## src/i8cr_pkg.sv

```systemverilog
// ============================================================================
// i8cr_pkg: shared definitions for the int8 concatenation requantizer
// Holds the fixed field widths, stream packing widths and the configuration
// register codes used by the requantizer and its port checker.
// ============================================================================
`default_nettype none

package i8cr_pkg;

    // Fixed field widths of the sample and result items.
    localparam int SAMPLE_WIDTH    = 8;
    localparam int RATIO_WIDTH     = 24;
    localparam int BATCH_WIDTH     = 8;
    localparam int INDEX_WIDTH     = 33;

    // Stream packing: out_value in the low byte, out_index above it, zero filled.
    localparam int IN_TDATA_WIDTH  = 8;
    localparam int OUT_TDATA_WIDTH = 48;

    // Configuration register index codes.
    localparam int CFG_INDEX_WIDTH = 3;

    typedef enum logic [CFG_INDEX_WIDTH-1:0] {
        CFG_FIRST_RATIO   = 3'd0,
        CFG_SECOND_RATIO  = 3'd1,
        CFG_CLAMP_LOW     = 3'd2,
        CFG_CLAMP_HIGH    = 3'd3,
        CFG_FIRST_LENGTH  = 3'd4,
        CFG_SECOND_LENGTH = 3'd5,
        CFG_BATCH_COUNT   = 3'd6
    } t_cfg_reg;

    // Reset values of the configuration registers that do not depend on parameters.
    localparam logic [RATIO_WIDTH-1:0]  RATIO_RESET      = 24'd65536;
    localparam logic [SAMPLE_WIDTH-1:0] CLAMP_LOW_RESET  = 8'h80;
    localparam logic [SAMPLE_WIDTH-1:0] CLAMP_HIGH_RESET = 8'h7F;
    localparam logic [BATCH_WIDTH-1:0]  BATCH_RESET      = 8'd1;

endpackage : i8cr_pkg

`default_nettype wire

```

## src/int8_concat_requantizer.sv

```systemverilog
// ============================================================================
// int8_concat_requantizer: requantizes a concatenated int8 sample stream
// Tracks segment, position and batch of each incoming sample, scales it by
// its segment's fixed-point ratio, rounds half away from zero, clamps it to
// the activation limits and emits it with its linear output index.
// ============================================================================
// Each sample is registered in the index stage, then its result in the result stage.
// Throughput: one sample per cycle unless the output stalls; the index stage
//   and the multiply, round and clamp stage each hold one sample.
// Reset (synchronous, active low) empties both stages, clears the segment,
//   position, batch and index counters and loads the register reset values.
`default_nettype none

module int8_concat_requantizer #(
    parameter int RATIO_FRACTION_BITS = 16,
    parameter int LENGTH_WIDTH        = 24,
    localparam int CfgDataWidth = (LENGTH_WIDTH > i8cr_pkg::RATIO_WIDTH) ?
                                  LENGTH_WIDTH : i8cr_pkg::RATIO_WIDTH
) (
    input  wire logic                                   i_clk,
    input  wire logic                                   i_rst_n,

    // Configuration write port.
    input  wire logic                                   i_cfg_wr_en,
    input  wire logic [i8cr_pkg::CFG_INDEX_WIDTH-1:0]   i_cfg_index,
    input  wire logic [CfgDataWidth-1:0]                i_cfg_data,

    // Sample stream in.
    input  wire logic                                   s_axis_tvalid,
    output      logic                                   s_axis_tready,
    input  wire logic [i8cr_pkg::IN_TDATA_WIDTH-1:0]    s_axis_tdata,  // [7:0] sample_value

    // Result stream out.
    output      logic                                   m_axis_tvalid,
    input  wire logic                                   m_axis_tready,
    // [7:0] out_value, [40:8] out_index, [47:41] zero
    output      logic [i8cr_pkg::OUT_TDATA_WIDTH-1:0]   m_axis_tdata,
    output      logic                                   m_axis_tuser,  // [0] from_second
    output      logic                                   m_axis_tlast   // is_last
);

    localparam int SW       = i8cr_pkg::SAMPLE_WIDTH;
    localparam int RW       = i8cr_pkg::RATIO_WIDTH;
    localparam int BW       = i8cr_pkg::BATCH_WIDTH;
    localparam int IW       = i8cr_pkg::INDEX_WIDTH;
    localparam int PROD_W   = SW + RW;
    localparam int QUOT_W   = PROD_W + 1 - RATIO_FRACTION_BITS;
    localparam int CLAMP_W  = SW + 2;
    localparam logic [PROD_W:0] ROUND_HALF = (PROD_W + 1)'(1) << (RATIO_FRACTION_BITS - 1);

    // Configuration registers.
    logic [RW-1:0]           r_first_ratio;
    logic [RW-1:0]           r_second_ratio;
    logic [SW-1:0]           r_clamp_low;
    logic [SW-1:0]           r_clamp_high;
    logic [LENGTH_WIDTH-1:0] r_first_length;
    logic [LENGTH_WIDTH-1:0] r_second_length;
    logic [BW-1:0]           r_batch_count;

    // Position counters.
    logic                    r_segment;
    logic [LENGTH_WIDTH-1:0] r_position;
    logic [BW-1:0]           r_batch;
    logic [IW-1:0]           r_next_index;

    // Index stage.
    logic                    r_s1_valid;
    logic [SW-1:0]           r_s1_sample;
    logic                    r_s1_second;
    logic                    r_s1_last;
    logic [IW-1:0]           r_s1_index;

    // Result stage.
    logic                    r_out_valid;
    logic [SW-1:0]           r_out_value;
    logic [IW-1:0]           r_out_index;
    logic                    r_out_second;
    logic                    r_out_last;

    logic                    out_advance;
    logic                    s1_advance;
    logic                    in_transfer;

    logic [LENGTH_WIDTH-1:0] cur_length;
    logic                    seg_end;
    logic                    batch_end;
    logic                    item_last;

    logic [RW-1:0]           s1_ratio;
    logic [SW:0]             s1_neg;
    logic [SW-1:0]           s1_mag;
    logic [PROD_W-1:0]       s1_prod;
    logic [PROD_W:0]         s1_rounded;
    logic [QUOT_W-1:0]       s1_quot;
    logic [SW-1:0]           s1_sat;
    logic signed [CLAMP_W-1:0] s1_signed;
    logic signed [CLAMP_W-1:0] s1_low;
    logic signed [CLAMP_W-1:0] s1_high;
    logic signed [CLAMP_W-1:0] s1_raised;
    logic signed [CLAMP_W-1:0] n_out_value;

    // Handshake: each stage moves when the stage after it can take its sample.
    assign out_advance   = !r_out_valid || m_axis_tready;
    assign s1_advance    = !r_s1_valid || out_advance;
    assign s_axis_tready = s1_advance;
    assign in_transfer   = s_axis_tvalid && s1_advance;

    // Configuration writes.
    always_ff @(posedge i_clk) begin
        if (!i_rst_n) begin
            r_first_ratio   <= i8cr_pkg::RATIO_RESET;
            r_second_ratio  <= i8cr_pkg::RATIO_RESET;
            r_clamp_low     <= i8cr_pkg::CLAMP_LOW_RESET;
            r_clamp_high    <= i8cr_pkg::CLAMP_HIGH_RESET;
            r_first_length  <= LENGTH_WIDTH'(1);
            r_second_length <= LENGTH_WIDTH'(1);
            r_batch_count   <= i8cr_pkg::BATCH_RESET;
        end else if (i_cfg_wr_en) begin
            case (i_cfg_index)
                i8cr_pkg::CFG_FIRST_RATIO:   r_first_ratio   <= i_cfg_data[RW-1:0];
                i8cr_pkg::CFG_SECOND_RATIO:  r_second_ratio  <= i_cfg_data[RW-1:0];
                i8cr_pkg::CFG_CLAMP_LOW:     r_clamp_low     <= i_cfg_data[SW-1:0];
                i8cr_pkg::CFG_CLAMP_HIGH:    r_clamp_high    <= i_cfg_data[SW-1:0];
                i8cr_pkg::CFG_FIRST_LENGTH:  r_first_length  <= i_cfg_data[LENGTH_WIDTH-1:0];
                i8cr_pkg::CFG_SECOND_LENGTH: r_second_length <= i_cfg_data[LENGTH_WIDTH-1:0];
                i8cr_pkg::CFG_BATCH_COUNT:   r_batch_count   <= i_cfg_data[BW-1:0];
                default: ;
            endcase
        end
    end

    // End-of-segment, end-of-batch and end-of-output detection.
    // A zero length or batch count ends at the first sample.
    always_comb begin
        cur_length = r_segment ? r_second_length : r_first_length;
        seg_end    = ({1'b0, r_position} + (LENGTH_WIDTH + 1)'(1)) >= {1'b0, cur_length};
        batch_end  = ({1'b0, r_batch} + (BW + 1)'(1)) >= {1'b0, r_batch_count};
        item_last  = r_segment && seg_end && batch_end;
    end

    // Counters advance on each input transfer.
    always_ff @(posedge i_clk) begin
        if (!i_rst_n) begin
            r_segment    <= 1'b0;
            r_position   <= '0;
            r_batch      <= '0;
            r_next_index <= '0;
        end else if (in_transfer) begin
            if (item_last) begin
                r_segment    <= 1'b0;
                r_position   <= '0;
                r_batch      <= '0;
                r_next_index <= '0;
            end else begin
                r_next_index <= r_next_index + IW'(1);
                if (seg_end) begin
                    r_position <= '0;
                    r_segment  <= !r_segment;
                    if (r_segment) begin
                        r_batch <= r_batch + BW'(1);
                    end
                end else begin
                    r_position <= r_position + LENGTH_WIDTH'(1);
                end
            end
        end
    end

    // Index stage: capture the sample with its place in the output.
    always_ff @(posedge i_clk) begin
        if (!i_rst_n) begin
            r_s1_valid <= 1'b0;
        end else if (s1_advance) begin
            r_s1_valid <= s_axis_tvalid;
        end
    end

    always_ff @(posedge i_clk) begin
        if (in_transfer) begin
            r_s1_sample <= s_axis_tdata[SW-1:0];
            r_s1_second <= r_segment;
            r_s1_last   <= item_last;
            r_s1_index  <= r_next_index;
        end
    end

    // Multiply the magnitude by the ratio, round half away from zero,
    // saturate the magnitude, restore the sign and clamp.
    always_comb begin
        s1_ratio   = r_s1_second ? r_second_ratio : r_first_ratio;
        s1_neg     = (SW + 1)'(0) - {r_s1_sample[SW-1], r_s1_sample};
        s1_mag     = r_s1_sample[SW-1] ? s1_neg[SW-1:0] : r_s1_sample;
        s1_prod    = PROD_W'(s1_mag) * PROD_W'(s1_ratio);
        s1_rounded = {1'b0, s1_prod} + ROUND_HALF;
        s1_quot    = s1_rounded[PROD_W:RATIO_FRACTION_BITS];
        // Any magnitude above the int8 range clamps the same way as the largest byte.
        s1_sat     = (|s1_quot[QUOT_W-1:SW]) ? {SW{1'b1}} : s1_quot[SW-1:0];
        s1_signed  = r_s1_sample[SW-1] ? -$signed({2'b00, s1_sat}) : $signed({2'b00, s1_sat});
        s1_low     = CLAMP_W'($signed(r_clamp_low));
        s1_high    = CLAMP_W'($signed(r_clamp_high));
        s1_raised  = (s1_signed < s1_low) ? s1_low : s1_signed;
        n_out_value = (s1_raised > s1_high) ? s1_high : s1_raised;
    end

    // Result stage.
    always_ff @(posedge i_clk) begin
        if (!i_rst_n) begin
            r_out_valid <= 1'b0;
        end else if (out_advance) begin
            r_out_valid <= r_s1_valid;
        end
    end

    always_ff @(posedge i_clk) begin
        if (out_advance && r_s1_valid) begin
            r_out_value  <= n_out_value[SW-1:0];
            r_out_index  <= r_s1_index;
            r_out_second <= r_s1_second;
            r_out_last   <= r_s1_last;
        end
    end

    assign m_axis_tvalid = r_out_valid;
    assign m_axis_tdata  = {(i8cr_pkg::OUT_TDATA_WIDTH - IW - SW)'(0), r_out_index, r_out_value};
    assign m_axis_tuser  = r_out_second;
    assign m_axis_tlast  = r_out_last;

endmodule : int8_concat_requantizer

`default_nettype wire

```

## config.mk

```make
export PLATFORM = sky130hd
export DESIGN_NAME = int8_concat_requantizer
export DESIGN_NICKNAME = d
export VERILOG_FILES = /design/src/i8cr_pkg.sv /design/src/int8_concat_requantizer.sv
export SDC_FILE = /design/constraint.sdc
export NUM_CORES = 1
export LEC_CHECK = 0
export ABC_AREA = 1
export BUFFER_PORTS_ARGS = -buffer_cell sky130_fd_sc_hd__buf_2
export CORE_ASPECT_RATIO = 0.9
export CORE_MARGIN = 10
export CORE_UTILIZATION = 50
export DETAILED_ROUTE_END_ITERATION = 6
export PLACE_DENSITY = 0.67
export SLEW_MARGIN = 20
export SYNTH_ARGS = -nofsm -noshare
export SYNTH_HDL_FRONTEND = slang
export SYNTH_SLANG_ARGS = --single-unit
```

## constraint.sdc

```tcl
create_clock -name i_clk -period 13.3 [get_ports i_clk]
set_clock_uncertainty 0.15 [all_clocks]
set_input_delay 1.995 -clock i_clk [delete_from_list [all_inputs] [get_ports i_clk]]
set_output_delay 1.995 -clock i_clk [all_outputs]
set_load 0.01 [all_outputs]
```

# Word level (Yosys, flattened, before mapping)
# Index checks and enable logic that the tools add are counted.
# word_totals
reg_bits	274
latchBits	0
ram_bits	0
romBits	0
in_bits	40
mem_count	0
# classes
n_addsub	8
mul	1
div_mod_pow	0
magnitude_cmp	4
n_eq_ne	6
shifts	0
muxes	15
bitwise_logic	0
reduce_logical	22
# ops
cell	n
2-to-1 mux 24 bit	4
2-to-1 mux 8 bit	6
adder 32 x 16 -> 33 bit, second input constant	1
adder 33 x 1 -> 33 bit, second input constant	1
2-to-1 mux 33 bit	1
multiplier 8 x 24 -> 32 bit	1
adder 24 x 1 -> 25 bit, second input constant	1
>= comparator 25 x 24 -> 1 bit	1
adder 24 x 1 -> 24 bit, second input constant	1
2-to-1 mux 10 bit	2
AND reduction 2 bit	8
greater-than comparator 10 x 8 -> 1 bit	1
< comparator 10 x 8 -> 1 bit	1
negator 8 -> 10 bit	1
adder 8 x 1 -> 9 bit, second input constant	1
equality test 3 bit, second input constant	3
>= comparator 9 x 8 -> 1 bit	1
OR reduction 9 bit	1
adder 8 x 1 -> 8 bit, second input constant	1
subtractor 1 x 8 -> 8 bit, first input constant	1
equality test 3 x 2 -> 1 bit, second input constant	2
logical AND 1 bit	4
nonzero test 2 bit	2
equality test 3 x 1 -> 1 bit, second input constant	1
5 further kinds	9

# Logic depth before layout (Yosys ltp)
# logic_depth
depth_word	12
mapped_depth	65
depth_no_buf	63

# Worst setup path before layout
# Ideal clock, no wire load.
# synth_path
kind	register to register
start	register r_s1_sample[0]
end	register r_out_value[0] (data pin)
setup_ns	0.253
t_arrival_ns	9.064
slack_ns	3.833
stages_incl_launch_ff	60
n_path_buf	2
cell_sequence	edfxtp_1 -> inv_1 -> clkbuf_1 -> ha_1 -> inv_1 -> nor2_1 -> inv_1 -> nor2_1 -> nand3_1 -> nand3_1 -> nand2_1 -> inv_1 -> clkbuf_1 -> nor2_1 -> fa_1 -> fa_1 -> fa_1 -> inv_1 -> (+24 left out) -> a211oi_1 -> o21ai_0 -> a31oi_1 -> nand2_4 -> nand2_4 -> nand3_2 -> o21ai_1 -> inv_1 -> ha_1 -> nand2_1 -> nor2_1 -> o211ai_1 -> o2111ai_1 -> xnor2_1 -> nand2_2 -> inv_1 -> nand2_1 -> nand2_1
# synth_via
elab_chain_len	12
# synth_rtl
element	line	text
from (decl)	int8_concat_requantizer.sv:68	logic [SW-1:0] r_s1_sample;
from (signal assigned)	int8_concat_requantizer.sv:180	r_s1_sample <= s_axis_tdata[SW-1:0];
subtractor 1 x 8 -> 8 bit	int8_concat_requantizer.sv:191	s1_neg = (SW + 1)'(0) - {r_s1_sample[SW-1], r_s1_sample};
2-to-1 mux 8 bit (*)	int8_concat_requantizer.sv:192	s1_mag = r_s1_sample[SW-1] ? s1_neg[SW-1:0] : r_s1_sample;
multiplier 8 x 24 -> 32 bit (*)	int8_concat_requantizer.sv:193	s1_prod = PROD_W'(s1_mag) * PROD_W'(s1_ratio);
adder 32 x 16 -> 33 bit (*)	int8_concat_requantizer.sv:194	s1_rounded = {1'b0, s1_prod} + ROUND_HALF;
OR reduction 9 bit	int8_concat_requantizer.sv:197	s1_sat = (|s1_quot[QUOT_W-1:SW]) ? {SW{1'b1}} : s1_quot[SW-1:0];
2-to-1 mux 8 bit (*)	int8_concat_requantizer.sv:197	
negator 8 -> 10 bit	int8_concat_requantizer.sv:198	s1_signed = r_s1_sample[SW-1] ? -$signed({2'b00, s1_sat}) : $signed({2'b00, s1_sat});
2-to-1 mux 10 bit (*)	int8_concat_requantizer.sv:198	
< comparator 10 x 8 -> 1 bit	int8_concat_requantizer.sv:201	s1_raised = (s1_signed < s1_low) ? s1_low : s1_signed;
2-to-1 mux 10 bit (*)	int8_concat_requantizer.sv:201	
greater-than comparator 10 x 8 -> 1 bit	int8_concat_requantizer.sv:202	n_out_value = (s1_raised > s1_high) ? s1_high : s1_raised;
2-to-1 mux 8 bit (*)	int8_concat_requantizer.sv:202	
via n_out_value[0]	int8_concat_requantizer.sv:100	logic signed [CLAMP_W-1:0] n_out_value;
to (signal assigned)	int8_concat_requantizer.sv:216	r_out_value <= n_out_value[SW-1:0];
to (decl)	int8_concat_requantizer.sv:75	logic [SW-1:0] r_out_value;
# The timed path passes the listed nets; every way through them passes the cells marked *.
# A chain may end at the register's enable or synchronous reset.

# Worst setup path after layout
# layout_path
start	register r_s1_sample[0]
end	register r_out_value[2] (data pin)
# The elaborated chain is that of the path after synthesis.

==> results.cfg <==
[run_status]
status = finished, final reports clean

[critical_path]
cp_data_required_time_ps = 13560
cp_slowest_cell = inv_1
slowest_delay_ps = 610
critical_path_peak_fanout = 23
reg2reg_from = r_s1_sample[0]$_DFFE_PP_
crit_type = reg2reg
critPathLaunchType = register
crit_family = simple AND/OR/NAND/NOR gates
crit_start = r_s1_sample[0]$_DFFE_PP_
cpMostUsedCell = nand2_1
worst-path-buf-inv = 11
crit_path_end_kind = register
arrival_ps = 11590

[clock_network]
cts_buffer_depth = 3
cts.clk_slew.worst_paths_ps = 60
htreeDepth = 1
insertion_delay_ps = 550
tritoncts = built
clkSinkCount = 274
hold_buffers = 0
cts-resized-gates = 0
post_cts_buffers = 0
cts-buffers-inserted = 26
root_buffer = clkbuf_16

[floorplan]
die_y_um = 208.1
start_util = 0.5091
dieArea_um2 = 47670
core-area_um2 = 38630
io_pins = 92
num_rows = 68
die_w_um = 229.0

[global_routing]
antenna_found_initial = 2
grt.total_usage = 0.1956
grt_overflow = 0
grt_start_max_net_pins = 122
grt_pass1_wl_mm = 78.88
grt_pass1_vias = 15760

[detailed_routing]
ant_nets = 0
drt_first_pass_iters = 6
viasPerCell = 5.193
post-route-drc-count = 0
wire_per_inst_um = 15.07
dr.first_iter.drc_count = 1330
via_count = 16220
wl_mm = 47.06

[timing]
min_period_ps = 11340
worstMarginPinSlew_ps = 1077
fin_setup_tns_ps = 0
min_period_over_period = 0.8524
setup_viol = 0
fmax_mhz = 88.21
drv_slew = 0
hold_viol_final = 0
rsz0062_at_grt = no
slew_headroom = 0.2792

[min_path]
hold_class = reg2reg
min-delay-start = r_s1_index[9]$_DFFE_PP_

[synthesis]
ys_seq_elements = 274
ys_top_cells_by_area = dfxtp_1 19%, fa_1 13%, edfxtp_1 13%
syn_inst = 2523
async_flop_share = 0
synth_commonest_cells = 450 x inv_1, 434 x nand2_1, 401 x nor2_1
synth_edf_count = 86
synth.cell_area_um2 = 19670
synth_top_area_frac = 0.1914
ys.warnings.count = 0
syn_area_per_cell_um2 = 7.794
synthDistinctLibCells = 61
synth.most_common_cell = inv_1
ys.flop_type = dfxtp_1
seq_area_frac_synth = 0.3227
synth_area_leader_cell = dfxtp_1

[cells_and_area]
final_util = 0.5567
area_growth_pct = 9.340
drive_gt1_frac = 0.09126
fillers = 3667
nets = 2879

[power_and_ir_drop]
power_leakage_uw = 0.01042
powerDensity_nw_per_um2 = 121.5
vdd_drop_max_v = 0.00008499
finalPower_uw = 2612

[placement]
post-dp-hpwl_mm = 36.54
port-buffer-count = 84
finalWeightedCongestion = 0.9125

[run]
drv_cap = 0
worst reg2reg max path: cells and delay by family (launching register included):
kind | cells | cell delay, ps
buf+inv | 11 | 1890
simple gates | 28 | 3650
xor+xnor | 1 | 160
flops | 1 | 430
fa+ha+maj | 9 | 3420
compound gates | 8 | 1540
cell families (layout without fill, tap and decap cells):
group,Yosys count,after routing,share of synthesized area
simple gates,1075,1075,0.2400
buf+inv,542,610,0.1057
compound gates,297,297,0.08087
flops,274,274,0.3227
fa+ha+maj,260,260,0.2154
xor+xnor,41,41,0.01826
mux,33,33,0.01680
other cells,1,8,0.0001907
cell usage in the layout (no fill, tap or decap), types with 6 or more instances in the layout:
cell and instances:
a21oi_1 102, a31oi_1 7, and2_1 6, buf_2 84
buf_4 10, bufinv_16 6, clkbuf_16 27, clkinv_1 7
conb_1 7, dfxtp_1 188, edfxtp_1 86, fa_1 131
ha_1 129, inv_1 449, inv_2 15, mux2i_1 33
nand2_1 434, nand2_2 17, nand3_1 96, nand3_2 16
nand4_1 20, nor2_1 401, nor2_2 18, nor3_1 24
nor4_1 7, o211ai_1 6, o21ai_0 152, xnor2_1 15
xor2_1 26
power breakdown:
| group | internal, uW | switching, uW | leakage (uW) |
|---|---|---|---|
| clock network | 510 | 320 | 0.000469 |
| registers | 911 | 18.9 | 0.00237 |
| logic | 292 | 561 | 0.00758 |
| total | 1710 | 900 | 0.0104 |
sequential cells by signal (all words and copies together) (netlist names), 24 cells and up:
signal and flops:
r_next_index 33, r_first_length 24, r_position 24, r_s1_index 33, r_out_index 33, r_first_ratio 24
r_second_length 24, r_second_ratio 24
final cells by class:
cell class | instances | area, um2 | area share
Inverter | 470 | 1765 | 0.08211
Tap cell | 525 | 656.9 | 0.03055
Clock buffer | 35 | 745.7 | 0.03468
Timing Repair Buffer | 94 | 495.5 | 0.02304
Antenna cell | 1 | 2.502 | 0.0001164
Clock inverter | 11 | 216.5 | 0.01007
Multi-Input combinational cell | 1713 | 11270 | 0.5243
Sequential cell | 274 | 6346 | 0.2951
metrics by stage:
step | cells | hold WS [ps] | area (um2) | setup WS [ps]
2_1_floorplan | 2529 | 250.3 | 19690 | 3833
3_3_place_gp | 3076 | 251.8 | 20540 | 2428
3_5_place_dp | 3076 | 254.5 | 20540 | 2024
4_1_cts | 3122 | 269.4 | 21500 | 2013
5_1_grt | 3123 | 275.6 | 21500 | 731.1
6_report | 3123 | 267.7 | 21500 | 1963
routing by layer:
layer	track usage	routed length [um]	up-vias
met4	0.04661	1049	0
li1	-	-	7999
met1	0.2709	21480	7659
met2	0.3139	21440	486
met3	0.03169	3089	73
met5	0	0	-
worst paths after layout:
check / slack, ps / end / cells past startpoint
worst max-delay path: 1960 / r_out_value[2]$_DFFE_PP_ / 57
worst max register to register: 1960 / r_out_value[2]$_DFFE_PP_ / 57
worst min register to register: 270 / r_out_index[9]$_DFFE_PP_ / 0
worst min-delay path: 270 / r_out_index[9]$_DFFE_PP_ / 0
(Power assumes the default switching activity.)
